$ cat config.mk
export PLATFORM = sky130hd
export DESIGN_NAME = aaqr_lane
export DESIGN_NICKNAME = d
export VERILOG_FILES = /design/src/aaqr_pkg.sv /design/src/aaqr_lane.sv
export SDC_FILE = /design/constraint.sdc
export NUM_CORES = 2
export LEC_CHECK = 0
export BUFFER_PORTS_ARGS = -buffer_cell sky130_fd_sc_hd__clkbuf_2
export CAP_MARGIN = 20
export CORE_UTILIZATION = 35
export DETAILED_ROUTE_END_ITERATION = 10
export PLACE_DENSITY = 0.54
export REMOVE_ABC_BUFFERS = 1
export SYNTH_ARGS = -nofsm -noshare
export SYNTH_HDL_FRONTEND = slang
export SYNTH_SLANG_ARGS = --single-unit
export TNS_END_PERCENT = 1
$ cat constraint.sdc
create_clock -name clock -period 9.5 [get_ports clock]
set_input_delay 0.475 -clock clock [delete_from_list [all_inputs] [get_ports clock]]
set_output_delay 0.475 -clock clock [all_outputs]
set_load 0.01 [all_outputs]
$ cat src/aaqr_pkg.sv
// shared types, widths and constant tables for the quaternion rotation core
// no dependencies
`default_nettype none
package aaqr_pkg;

   localparam int PW    = 18;   // point and result width, Q7.10
   localparam int AGW   = 16;   // angle and axis width
   localparam int CW    = 20;   // cordic datapath width, Q.16
   localparam int QW    = 20;   // quaternion coefficient width
   localparam int AW    = 21;   // lane multiplier operand a width
   localparam int BW    = 20;   // lane multiplier operand b width
   localparam int TW    = 41;   // intermediate product width, Q.26
   localparam int ACCW  = 64;   // lane accumulator width
   localparam int SPLIT = 20;   // low slice width of the intermediate product

   localparam logic signed [CW-1:0] CORDIC_GAIN = CW'(39797);
   localparam logic signed [CW-1:0] HALF_PI_Q16 = CW'(102944);
   localparam logic signed [CW-1:0] PI_Q16      = CW'(205887);
   localparam logic signed [PW-1:0] OUT_MAX     = PW'(131071);
   localparam logic signed [PW-1:0] OUT_MIN     = PW'(-131072);

   typedef struct packed {
      logic clr;   // start a new sum
      logic mac;   // add this term
      logic neg;   // subtract instead of add
      logic hi;    // operand a is the upper slice
   } lane_ctrl_type;

   // arctangent of 2^-i in Q.16
   function automatic logic signed [CW-1:0] atan_q16(input logic [3:0] i);
      logic signed [CW-1:0] v;
      case (i)
         4'd0:    v = CW'(51472);
         4'd1:    v = CW'(30386);
         4'd2:    v = CW'(16055);
         4'd3:    v = CW'(8150);
         4'd4:    v = CW'(4091);
         4'd5:    v = CW'(2047);
         4'd6:    v = CW'(1024);
         4'd7:    v = CW'(512);
         4'd8:    v = CW'(256);
         4'd9:    v = CW'(128);
         4'd10:   v = CW'(64);
         4'd11:   v = CW'(32);
         4'd12:   v = CW'(16);
         4'd13:   v = CW'(8);
         4'd14:   v = CW'(4);
         default: v = CW'(2);
      endcase
      return v;
   endfunction

   // hamilton product: term j of component k is subtracted
   function automatic logic hprod_neg(input logic [1:0] k, input logic [1:0] j);
      logic n;
      case (k)
         2'd0:    n = (j != 2'd0);
         2'd1:    n = (j == 2'd3);
         2'd2:    n = (j == 2'd1);
         default: n = (j == 2'd2);
      endcase
      return n;
   endfunction

endpackage
`default_nettype wire

$ cat src/aaqr_lane.sv
// one product lane: registered multiply then signed accumulate
// depends on aaqr_pkg
`default_nettype none
module aaqr_lane (
   input  wire logic                           clock,
   input  wire logic                           reset,
   input  wire aaqr_pkg::lane_ctrl_type        ctrl,
   input  wire logic signed [aaqr_pkg::AW-1:0] op_a,
   input  wire logic signed [aaqr_pkg::BW-1:0] op_b,
   output logic signed [aaqr_pkg::ACCW-1:0]    acc
);
   import aaqr_pkg::*;

   lane_ctrl_type             ctrl_ff;
   logic signed [AW+BW-1:0]   prod_ff;
   logic signed [ACCW-1:0]    acc_ff, acc_in, ext, term;

   // align the registered product and apply its sign
   always_comb begin
      ext  = ACCW'(prod_ff);
      if (ctrl_ff.hi) begin
         ext = ext <<< SPLIT;
      end
      term = ctrl_ff.neg ? -ext : ext;
      acc_in = acc_ff;
      if (ctrl_ff.mac) begin
         acc_in = ctrl_ff.clr ? term : acc_ff + term;
      end
   end

   always_ff @(posedge clock) begin
      if (reset) begin
         ctrl_ff <= '0;
      end else begin
         ctrl_ff <= ctrl;
      end
      prod_ff <= op_a * op_b;
      acc_ff  <= acc_in;
   end

   assign acc = acc_ff;
endmodule
`default_nettype wire

* Word-level counts from Yosys, hierarchy flattened
Index checks and enable logic that the tools add are counted.
Operators by class: add/sub/neg operators 2, multipliers 1, mux-type cells 3
Operators by type and width (number):
- 64-bit 2-to-1 mux | 2
- 64-bit adder | 1
- 61-bit negation with 64-bit output | 1
- 60-bit 2-to-1 mux | 1
- 21-bit by 20-bit multiplier with 41-bit output | 1
Word-level totals: bits in registers 109, output and inout bits 64

* Depth between registers and ports, before layout
depth after elaboration 5, depth in mapped cells 27

* Worst setup path before layout
OpenSTA, ideal clock, no wires.
path kind input port to flip-flop, start point input port op_a[15] in the netlist's numbering, end point register prod_ff[40], setup time 0.072 ns, arrival time 6.839 ns, setup slack 2.588 ns, stages on the path 25, path buffers 2, cells stage by stage clkbuf_1 and2_1 fa_1 inv_1 fa_1 inv_1 fa_1 inv_1 fa_1 fa_1 fa_1 fa_1 inv_1 ha_1 and3_1 clkbuf_1 and2_1 a221o_1 a221oi_2 a31oi_1 a221oi_2 nor3b_2 o21ai_1 a211oi_2 xnor2_1
On the way: longest elaborated chain between the ends 1
RTL lines:
- start: declaration | line aaqr_lane.sv:8 | input wire logic signed [aaqr_pkg::AW-1:0] op_a,
- 21-bit by 20-bit multiplier with 41-bit output | line aaqr_lane.sv:37 | prod_ff <= op_a * op_b;
- end signal: assignment | line aaqr_lane.sv:37
- end: declaration | line aaqr_lane.sv:15 | logic signed [AW+BW-1:0] prod_ff;
Every way passes these cells. A chain may end at the register's enable or synchronous reset.

* Worst setup path after layout
start point input port op_a[18] in the netlist's numbering, end point register prod_ff[36]
The elaborated chain is that of the path after synthesis.

==> summary.txt <==
Synthesis
  – Synth cell types: 81
  – Post-synth EDFFs: 64
  – Post-synthesis cell count: 2864
  – Complex-gate fraction of the synthesized area: 0.120
  – Post-synth top flop: edfxtp_1
  – Synth warn: 0
  – Sequential fraction of the synthesis area: 0.112
  – Xor and xnor area share after synthesis: 0.0536
  – Largest family of logic cells by synthesized area: adder cells
  – Synth Area in Simple Gates: 0.170
  – Post-synthesis async set-or-reset flop share: 0
  – Adder-Cell Fraction of Synth Area: 0.435
  – Syn_area_per_cell: 8.79 um^2
  – Mux cell area share after synthesis: 0.0136
  – Mapped Area: 25200 um^2
  – #FFs+latches synth: 109

Route
  – Routed WL: 67200 um
  – Mean routed wirelength per cell: 17.7 um
  – Drt first-iter violations: 1023
  – First-pass DRT Iterations: 5
  – Vias: 18800
  – Via density: 4.96
  – DRC Markers: 0
  – Detail Route Antenna Nets: 0

Setup path
  – Type of origin of the critical path: input pin
  – CP max stage cell: fa_1
  – Critical Path RT: 9.78 ns
  – CP max stage delay: 0.60 ns
  – Critical path type: input pin to register
  – Critical Path End Type: register
  – CP max FO: 20
  – Worst path most repeated cell: fa_1
  – CP arrival: 7.43 ns
  – Worst path top cell family by delay: adder cells
  – Worst-path cell chain: clkbuf_2 -> and2_1 -> fa_1 -> inv_1 -> fa_1 -> fa_1 -> inv_1 -> fa_1 -> fa_1 -> fa_1 -> inv_1 -> fa_1 -> inv_1 -> ha_1 -> and3_1 -> nand3_1 -> nor4_1 -> a221oi_2 -> a31oi_1 -> a221oi_2 -> nor3b_2 -> o21ai_1 -> a21oi_1 -> xnor2_1
  – CP Buf/Inv Count: 5

Clock network
  – CTS Buf Count: 9
  – Clock transition at path regs: 0.08 ns
  – Post-CTS Setup Bufs: 0
  – Skew-Pair Late Insertion Delay: 0.40 ns
  – Hold buffer count at cts: 0
  – CTS tree: done
  – CTS resizes: 0
  – H-tree depth: 3
  – Max Root-Sink Buffers: 2
  – CTS Sinks: 109
  – Root Driver: clkbuf_16

Hold path
  – Worst min path class: input pin to register

STA
  – RSZ-0062 raised after global routing: no
  – Number of hold violations in the final report: 0
  – Slew Viols, Final: 0
  – Clock skew: 0.0182 ns
  – # setup viols final: 0
  – Worst-margin pin slew: 1.01 ns
  – Slew headroom: 0.325
  – Post-layout minimum cycle time: 7.16 ns
  – Final worst path period share: 0.753
  – Setup TNS: 0 ns
  – Fmax: 140 MHz

Floorplanning
  – Starting Density: 0.356
  – Die Footprint: 73000 um^2
  – Die height: 270 um
  – Row count: 97
  – Die Width: 270 um
  – # IOs: 111
  – Core area: 70600 um^2

Global routing
  – Overall Global Routing Usage: 0.189
  – Vias in the first global route: 19700
  – Gr ovfl total: 0
  – First-pass GRT wire length: 110000 um
  – Largest net degree at the start of global routing: 65
  – Initial antenna violation count: 0

Cells and area
  – Layout Nets: 3509
  – Share of layout cells above drive strength 1: 0.0634
  – Area growth from synthesis to layout: 6.14%
  – Antenna cells: 0
  – Non-filler cells, final: 3795
  – Fillcell total: 7287

Placed design
  – Port bufs: 110
  – Cell count after placement: 3779
  – DP HPWL: 55500 um
  – Routability Congestion: 0.866

Outcome
  – Outcome: completed

Run
  – Max Cap Viol: 0
==> placed cells by master, fill, tap and decap left out, types with 89 or more instances in the layout <==
| cell type | netlist | final |
|---|---|---|
| a21oi_1 | 143 | 143 |
| and2_1 | 240 | 240 |
| clkbuf_2 | 0 | 110 |
| fa_1 | 439 | 439 |
| ha_1 | 173 | 173 |
| inv_1 | 488 | 488 |
| nand2_1 | 302 | 302 |
| nor2_1 | 137 | 137 |
| o21ai_0 | 102 | 102 |
| xnor2_1 | 89 | 89 |
==> synth_stat cells (8+ instances only) <==
| master | n | area [um^2] |
|---|---|---|
| nand3_1 | 22 | 110 |
| dfxtp_1 | 45 | 901 |
| xor2_1 | 65 | 569 |
| o211ai_1 | 10 | 75.1 |
| and2_1 | 240 | 1500 |
| a31oi_1 | 15 | 93.8 |
| clkbuf_1 | 125 | 469 |
| edfxtp_1 | 64 | 1920 |
| nand2_1 | 302 | 1130 |
| nand2b_1 | 20 | 125 |
| buf_2 | 8 | 40.0 |
| and3_1 | 14 | 87.6 |
| a211oi_1 | 15 | 113 |
| a21oi_1 | 143 | 716 |
| fa_1 | 439 | 8790 |
| o22ai_1 | 8 | 50.1 |
| o31ai_1 | 11 | 82.6 |
| xnor2_1 | 89 | 780 |
| nor2_1 | 137 | 514 |
| nor2b_1 | 25 | 156 |
| mux2_2 | 9 | 101 |
| nor4_1 | 13 | 81.3 |
| o21bai_1 | 16 | 120 |
| mux2i_1 | 24 | 240 |
| o21a_1 | 9 | 67.6 |
| ha_1 | 173 | 2160 |
| a21o_1 | 54 | 405 |
| nor3_1 | 34 | 170 |
| inv_1 | 488 | 1830 |
| o21ai_1 | 9 | 45.0 |
| o21ai_0 | 102 | 510 |
| nand4_1 | 15 | 93.8 |
==> kinds of logic after synthesis <==
| kind of cell | after synthesis |
|---|---|
| and+or+nand+nor | 858 |
| buffers and inverters | 633 |
| adders and majority gates | 612 |
| AOI/OAI and AO/OA | 465 |
| xor gates and xnor gates | 154 |
| DFF | 109 |
| muxes | 33 |
==> path summary, 6_finish.rpt <==
check | startpoint | to | slack, ns | cells past startpoint
min reg2reg | acc[0] | acc[0] | 0.71 | 2
max | op_a[18] | prod_ff[36] | 2.34 | 24
max reg2reg | ctrl_ff[0] | acc[51] | 3.38 | 18
min | reset | ctrl_ff[2] | 0.28 | 2
==> flip-flops by register name (all words and copies together) (netlist names) <==
name and flops:
ctrl_ff 4, acc 64, prod_ff 41
==> final cells by class <==
cell class,instances,area [um^2],area share
tap,940,1180,0.0440
sequential,109,2830,0.106
clock buffer,10,250,0.00937
inverter,490,1840,0.0689
clock inverter,6,65.1,0.00244
multi-input combinational,2122,19900,0.746
timing repair buffer,118,611,0.0229
==> per-layer routing <==
layer,track usage,vias to the layer above,part of all wire
met5,0,-,0
met2,0.305,451,0.44
met1,0.272,9228,0.49
met3,0.0195,56,0.045
li1,-,9087,-
met4,0.0429,0,0.016
==> metrics by stage <==
step | setup slack (ns) | util | instance area [um^2] | hold slack, ns
global placement | 1.86 | 0.374 | 26400 | 0.681
finish | 2.34 | 0.378 | 26700 | 0.279
detailed placement | 1.90 | 0.374 | 26400 | 0.680
floorplan | 2.75 | - | 24600 | 0.547
global route | 1.85 | 0.378 | 26700 | 0.269
CTS | 2.32 | 0.378 | 26700 | 0.247
Power is left out: the tool's default activity adds up to more than one toggle a clock period on the data nets, which glitch-free logic cannot reach.
