===== config.mk =====
export PLATFORM = sky130hd
export DESIGN_NAME = aaqr_cordic
export DESIGN_NICKNAME = d
export VERILOG_FILES = /design/src/aaqr_pkg.sv /design/src/aaqr_cordic.sv
export SDC_FILE = /design/constraint.sdc
export NUM_CORES = 1
export LEC_CHECK = 0
export ABC_AREA = 0
export BUFFER_PORTS_ARGS = -buffer_cell sky130_fd_sc_hd__clkbuf_2
export CORE_UTILIZATION = 35
export CTS_BUF_LIST = sky130_fd_sc_hd__clkbuf_4
export DETAILED_ROUTE_END_ITERATION = 8
export PLACE_DENSITY = 0.48
export SLEW_MARGIN = 10
export SYNTH_ARGS = -nofsm -noshare
export SYNTH_HDL_FRONTEND = slang
export SYNTH_SLANG_ARGS = --single-unit
export TNS_END_PERCENT = 5

===== constraint.sdc =====
create_clock -name clock -period 6.1 [get_ports clock]
set_input_delay 0.915 -clock clock [delete_from_list [all_inputs] [get_ports clock]]
set_output_delay 0.915 -clock clock [all_outputs]
set_load 0.02 [all_outputs]

===== src/aaqr_pkg.sv =====
// shared types, widths and constant tables for the quaternion rotation core
// no dependencies
`default_nettype none
package aaqr_pkg;

   localparam int PW    = 18;   // point and result width, Q7.10
   localparam int AGW   = 16;   // angle and axis width
   localparam int CW    = 20;   // cordic datapath width, Q.16
   localparam int QW    = 20;   // quaternion coefficient width
   localparam int AW    = 21;   // lane multiplier operand a width
   localparam int BW    = 20;   // lane multiplier operand b width
   localparam int TW    = 41;   // intermediate product width, Q.26
   localparam int ACCW  = 64;   // lane accumulator width
   localparam int SPLIT = 20;   // low slice width of the intermediate product

   localparam logic signed [CW-1:0] CORDIC_GAIN = CW'(39797);
   localparam logic signed [CW-1:0] HALF_PI_Q16 = CW'(102944);
   localparam logic signed [CW-1:0] PI_Q16      = CW'(205887);
   localparam logic signed [PW-1:0] OUT_MAX     = PW'(131071);
   localparam logic signed [PW-1:0] OUT_MIN     = PW'(-131072);

   typedef struct packed {
      logic clr;   // start a new sum
      logic mac;   // add this term
      logic neg;   // subtract instead of add
      logic hi;    // operand a is the upper slice
   } lane_ctrl_type;

   // arctangent of 2^-i in Q.16
   function automatic logic signed [CW-1:0] atan_q16(input logic [3:0] i);
      logic signed [CW-1:0] v;
      case (i)
         4'd0:    v = CW'(51472);
         4'd1:    v = CW'(30386);
         4'd2:    v = CW'(16055);
         4'd3:    v = CW'(8150);
         4'd4:    v = CW'(4091);
         4'd5:    v = CW'(2047);
         4'd6:    v = CW'(1024);
         4'd7:    v = CW'(512);
         4'd8:    v = CW'(256);
         4'd9:    v = CW'(128);
         4'd10:   v = CW'(64);
         4'd11:   v = CW'(32);
         4'd12:   v = CW'(16);
         4'd13:   v = CW'(8);
         4'd14:   v = CW'(4);
         default: v = CW'(2);
      endcase
      return v;
   endfunction

   // hamilton product: term j of component k is subtracted
   function automatic logic hprod_neg(input logic [1:0] k, input logic [1:0] j);
      logic n;
      case (k)
         2'd0:    n = (j != 2'd0);
         2'd1:    n = (j == 2'd3);
         2'd2:    n = (j == 2'd1);
         default: n = (j == 2'd2);
      endcase
      return n;
   endfunction

endpackage
`default_nettype wire


===== src/aaqr_cordic.sv =====
// iterative cordic giving cosine and sine of half the input angle
// depends on aaqr_pkg
`default_nettype none
module aaqr_cordic (
   input  wire logic                          clock,
   input  wire logic                          reset,
   input  wire logic                          start,
   input  wire logic signed [aaqr_pkg::AGW-1:0] angle,
   output logic                               done,
   output logic signed [aaqr_pkg::CW-1:0]     cos_out,
   output logic signed [aaqr_pkg::CW-1:0]     sin_out
);
   import aaqr_pkg::*;

   logic                 run_ff, run_in;
   logic                 done_ff, done_in;
   logic [3:0]           step_ff, step_in;
   logic                 negc_ff, negc_in;
   logic signed [CW-1:0] x_ff, x_in, y_ff, y_in, z_ff, z_in;
   logic signed [CW-1:0] z0, dx, dy;

   // half angle in Q.16 is four times the Q3.13 angle
   assign z0 = {{(CW-AGW-2){angle[AGW-1]}}, angle, 2'b00};
   assign dx = y_ff >>> step_ff;
   assign dy = x_ff >>> step_ff;

   // fold into the right half plane then one micro-rotation per cycle
   always_comb begin
      run_in  = run_ff;
      done_in = 1'b0;
      step_in = step_ff;
      negc_in = negc_ff;
      x_in    = x_ff;
      y_in    = y_ff;
      z_in    = z_ff;
      if (start) begin
         run_in  = 1'b1;
         step_in = '0;
         x_in    = CORDIC_GAIN;
         y_in    = '0;
         if (z0 > HALF_PI_Q16) begin
            z_in    = PI_Q16 - z0;
            negc_in = 1'b1;
         end else if (z0 < -HALF_PI_Q16) begin
            z_in    = -PI_Q16 - z0;
            negc_in = 1'b1;
         end else begin
            z_in    = z0;
            negc_in = 1'b0;
         end
      end else if (run_ff) begin
         if (!z_ff[CW-1]) begin
            x_in = x_ff - dx;
            y_in = y_ff + dy;
            z_in = z_ff - atan_q16(step_ff);
         end else begin
            x_in = x_ff + dx;
            y_in = y_ff - dy;
            z_in = z_ff + atan_q16(step_ff);
         end
         step_in = step_ff + 4'd1;
         if (step_ff == 4'd15) begin
            run_in  = 1'b0;
            done_in = 1'b1;
         end
      end
   end

   always_ff @(posedge clock) begin
      if (reset) begin
         run_ff  <= 1'b0;
         done_ff <= 1'b0;
      end else begin
         run_ff  <= run_in;
         done_ff <= done_in;
      end
      step_ff <= step_in;
      negc_ff <= negc_in;
      x_ff    <= x_in;
      y_ff    <= y_in;
      z_ff    <= z_in;
   end

   assign done    = done_ff;
   assign cos_out = negc_ff ? -x_ff : x_ff;
   assign sin_out = y_ff;
endmodule
`default_nettype wire


---- Yosys cells after proc, flatten, opt, wreduce, memory -nomap -nowiden ----
Memories as Yosys holds them, arrays and structs flattened. A register that Yosys moved wholly into a read port is not among the register bits.
Cells that the tools add are included.
word-level totals
  flip-flop bits (word level) ............. 67
  bits in read-only memories .............. 512
  memories ................................ 2
  input port bits ......................... 19
  output and inout bits ................... 41
cells by class
  eq/ne operators ......................... 1
  reductions and logical operators ........ 2
  bitwise logic cells ..................... 1
  add/subtract/negate cells ............... 10
  muxes and demuxes ....................... 23
  order comparisons ....................... 2
  shift operators ......................... 2
memories
  name              depth  bits a word  read ports  clocked after memory_dff  write ports  line            RTL
  (name not given)  16     16           1           1                         0            aaqr_pkg.sv:32  case (i)
  (name not given)  16     16           1           1                         0            aaqr_pkg.sv:32
operators by type and width
  cell                    count
  $mux 20                 14
  $add 20x20->20          3
  $sub 20x20->20          3
  $sshr 20x4->20          2
  $sub 19x18->20 const A  2
  $neg 20->20             1
  $gt 18x18->1 const B    1
  $lt 18x18->1 const B    1
  $mux 4                  4
  $mux 1                  5
  $add 4x1->4 const B     1
  $eq 4x4->1 const B      1
  $reduce_or 3->1         1
  $reduce_bool 2->1       1
  $not 1->1               1

---- Depth between registers and ports, before layout ----
  depth after elaboration ................. 7
  gate-level depth with buffers ........... 23

---- Worst setup path before layout ----
Ideal clock, no wire load.
  path type ............................... flip-flop to flip-flop
  start ................................... register x_ff[13]
  end ..................................... register y_ff[18] (netlist: sin_out[18])
  arrival ................................. 4.553 ns
  cell stages (with the launch flop) ...... 18
  path buffers ............................ 1
  clock period less this slack ............ 4.670 ns
  library setup time ...................... 0.117 ns
  slack ................................... 1.430 ns
  cells stage by stage .................... dfxtp_1 clkbuf_1 mux2i_1 mux4_2 o21ai_0 inv_1 ha_1 mux2i_1 fa_1 a21o_1 a21oi_1 o21ai_0 o21a_1 a41o_1 o31a_1 a2111oi_0 xnor2_1 a22o_1
between the ends
  cells in the longest elaborated chain, start to end .. 3
  elaborated cells on any way between the ends .. 4
  those cells by class .................... add/sub: 2; shift: 1; mux: 1
ends and longest elaborated chain
  what                                              line                                  RTL
  start, declared                                   aaqr_cordic.sv:19                     logic signed [CW-1:0] x_ff, x_in, y_ff, y_in, z_ff, z_in;
  start signal, assigned                            aaqr_cordic.sv:79                     x_ff <= x_in;
  $sshr 20x4->20 (*)                                aaqr_cordic.sv:25                     assign dy = x_ff >>> step_ff;
  $add 20x20->20 or $sub 20x20->20 (tied branches)  aaqr_cordic.sv:54, aaqr_cordic.sv:58
  $mux 20 (*)                                       aaqr_cordic.sv:52                     if (!z_ff[CW-1]) begin
  end signal, assigned                              aaqr_cordic.sv:80                     y_ff <= y_in;
  end, declared                                     aaqr_cordic.sv:19
Every way passes the cells marked *; elsewhere a longest branch is shown, timed or not.
A chain may end at the register's enable or synchronous reset.

---- Final worst setup path ----
  start ................................... register step_ff[0]
  end ..................................... register x_ff[19]
between the ends
  cells in the longest elaborated chain, start to end .. 3
  elaborated cells on any way between the ends .. 4
  those cells by class .................... add/sub: 2; shift: 1; mux: 1
ends and longest elaborated chain
  what                                              line                                  RTL
  start, declared                                   aaqr_cordic.sv:17                     logic [3:0] step_ff, step_in;
  start signal, assigned                            aaqr_cordic.sv:77                     step_ff <= step_in;
  $sshr 20x4->20 (*)                                aaqr_cordic.sv:24                     assign dx = y_ff >>> step_ff;
  $sub 20x20->20 or $add 20x20->20 (tied branches)  aaqr_cordic.sv:53, aaqr_cordic.sv:57
  $mux 20 (*)                                       aaqr_cordic.sv:52
Marks and branches as above.

==> summary.md <==
| Metric | Value |
|---|---|
| Final Cycle Share | `90.00%` |
| Syn-to-layout area delta | `7.527%` |
| Initial core utilization | `35.75%` |
| CP startpoint kind | `flop` |
| Peak Freq | `182.1 MHz` |
| Top FF cell, synth | `dfxtp_1` |
| Nets | `1369` |
| Crit Path Max Fanout | `22` |
| Setup violators final | `0` |
| Hold Path Class | `reg2reg` |
| Crit path DAT | `5900 ps` |
| Avg Synthesized Cell Area | `8.252 um2` |
| Design Area, Final | `0.01106 mm2` |
| Maximum VDD drop | `203.6 uV` |
| Clk Latency, worst-skew pair | `530 ps` |
| Hold Fails Final Rpt | `0` |
| Post-synth EDFFs | `21` |
| Largest net degree at the start of global routing | `44` |
| Clock Sink Count | `83` |
| Vias per Instance | `5.780` |
| Max transition margin | `27.31%` |
| H-tree lvl count | `3` |
| CP required | `6510 ps` |
| Tot GR Track Use | `21.60%` |
| Final worst path period need | `5490 ps` |
| P per Cell Area | `527.3 mW/mm2` |
| Clock transition at the registers of the reported paths | `200 ps` |
| Synth Net Count | `1345` |
| CP endpoint kind | `flop` |
| CTS tree | `yes` |
| Violation count after the first detailed-route iteration | `800` |
| Max-slew violation count | `0` |
| Placed inst area | `0.01089 mm2` |
| Total Wirelength | `32770 um` |
| Root buf cell | `clkbuf_4` |
| Cells after synthesis | `1247` |
| DRC violations left | `0` |
| Port Buffers | `59` |
| Core area | `0.02878 mm2` |
| Worst-case clock skew | `47.77 ps` |
| Vias in the first global route | `9000` |
| Setup TNS | `0 ps` |
| Area occupied by multi-input gates | `0.007777 mm2` |
| First-pass GRT wire length | `51140 um` |
| Post-route ant nets | `0` |
| Die height | `173.5 um` |
| Max-cap violations | `0` |
| CTS max path bufs | `2` |
| Finished Layout Cells | `1662` |
| Final HPWL DP | `25190 um` |
| DR WL/cell | `19.72 um` |
| Total number of vias | `9606` |
| Sequential Area | `0.001878 mm2` |
| Async SR Flop Fraction | `0%` |
| Inst Count DP | `1643` |
| YS warnings | `0` |
| Site Rows | `62` |
| Static Leak | `4.545 nW` |
| Die Wd | `173.5 um` |
| Top-level I/O count | `60` |
| #FFs+latches synth | `83` |
| DR pass1 iterations | `5` |
| Fill count | `2980` |
| DIE AREA | `0.03009 mm2` |
| RSZ-0062 raised after global routing | `no` |
| Critical path class | `reg2reg` |
| Grt ovf | `0` |
| Register area share after synthesis | `18.19%` |
| GPL Wtd Cong | `0.9003` |
| Library cells used by synthesis | `86` |
| Initial antenna violation count | `1` |
| Clock buffer count from CTS | `9` |
| Mapped cell area | `0.01029 mm2` |
| Layout cell share with drive strength beyond 1 | `14.26%` |
| Least-Margin Pin Slew | `1090 ps` |
| Status | `complete, no violations` |
-- kinds of logic (layout without fill, tap and decap cells) --
kind of cell / Yosys count / after routing / share of synthesized area, %
XOR/XNOR: 129 / 129 / 10.98
AO/OA/AOI/OAI: 346 / 346 / 22.05
flip-flops: 83 / 83 / 18.19
buffers and inverters: 135 / 164 / 6.359
AND/OR/NAND/NOR: 370 / 370 / 17.19
other: 0 / 2 / 0
adder cells (fa/ha/maj): 79 / 79 / 9.825
multiplexers: 105 / 105 / 15.41
-- where the power goes --
part	switching [mW]	leakage (nW)	total, mW	internal, mW
Sequential	0.317	0.721	1.08	0.760
Clock	0.249	0.0740	0.383	0.134
Combinational	2.47	3.75	4.37	1.90
Total	3.04	4.55	5.83	2.80
-- through the flow --
stage | utilization [%] | worst slack [ps] | hold WS, ps | total power [mW]
6_report | 38.44 | 610.0 | 565.2 | 5.834
3_5_place_dp | 37.84 | 578.4 | 534.6 | 5.414
2_1_floorplan | - | 1430 | 527.5 | 4.354
5_1_grt | 38.44 | 193.5 | 594.8 | 6.360
3_3_place_gp | 37.84 | 631.8 | 542.8 | 5.448
4_1_cts | 38.35 | 528.3 | 558.1 | 5.838
-- timing repair --
action | in CTS | in global routing
setup buffers | 0 | 1
resized for setup | 0 | 1
endpoints found under the hold margin | 0 | 0
hold buffers | 0 | 0
endpoints found under the setup margin | 0 | 1
-- layout by cell type (no fill, tap or decap), drive strengths merged, types with 6 or more instances in the layout --
cell type / instances
o21bai: 7
edfxtp: 21
ha: 76
or2: 7
or4: 7
xnor2: 85
clkbuf: 69
a41oi: 6
buf: 36
o211ai: 16
o31ai: 12
nor4: 10
nor2b: 10
dfxtp: 62
a31oi: 22
and3: 12
mux4: 36
or3: 6
o22ai: 11
and2: 9
inv: 56
xor2: 44
nand2b: 15
a22o: 14
o21a: 8
o41ai: 6
mux2i: 47
mux2: 22
a21oi: 96
nor2: 128
a211oi: 11
a21o: 14
nand2: 93
o21ai: 71
nor3: 26
nand3: 26
-- cell usage after synthesis (22+ instances only) --
library cell	number	area (um2)
a21oi_1	96	480.5
a31oi_1	22	137.6
clkbuf_1	48	180.2
dfxtp_1	62	1241
ha_1	76	950.9
inv_1	53	198.9
mux2i_1	46	460.4
mux4_2	23	518.0
nand2_1	93	349.1
nand3_1	26	130.1
nor2_1	128	480.5
nor3_1	26	130.1
o21ai_0	69	345.3
xnor2_1	85	744.5
xor2_1	44	385.4
-- per-layer routing --
metal  wire (um)  vias up  GRT usage [%]
met5           0        -              0
met4         578        0          6.010
met3        1419       38          2.588
met2       15390      286          35.51
met1       15380     4629          29.67
li1            -     4653              -
-- area by class of cell --
| type | instances | share of cell area, % |
|---|---|---|
| Timing Repair Buffer | 95 | 5.224 |
| Clock buffer | 10 | 0.6785 |
| Inverter | 53 | 1.798 |
| Antenna cell | 2 | 0.04523 |
| Multi-Input combinational cell | 1029 | 70.29 |
| Sequential cell | 83 | 16.97 |
| Tap cell | 384 | 4.342 |
| Clock inverter | 6 | 0.6446 |
-- critical path: stages, from the launching register on --
cell,delay [ps]
dfxtp_4,650
buf_4,280
mux4_1,640
nor4b_1,310
a31oi_1,80
o32ai_2,210
nor4b_1,510
and2_1,240
nor2_1,60
xnor2_1,150
ha_1,320
o21ai_0,250
a21boi_0,160
o21ai_0,170
a31oi_1,110
o311ai_0,590
a211o_1,210
a22oi_1,60
a211oi_1,210
o311ai_1,130
-- path summary, 6_finish.rpt --
path         depth (start not counted)     endpoint         from  slack (ps)
max                                 19     x_ff[19]   step_ff[0]         610
min                                  2  sin_out[19]  sin_out[19]         570
max reg2reg                         19     x_ff[19]   step_ff[0]         610
min reg2reg                          2  sin_out[19]  sin_out[19]         570
Note: power is estimated with default switching activity, not from simulation.
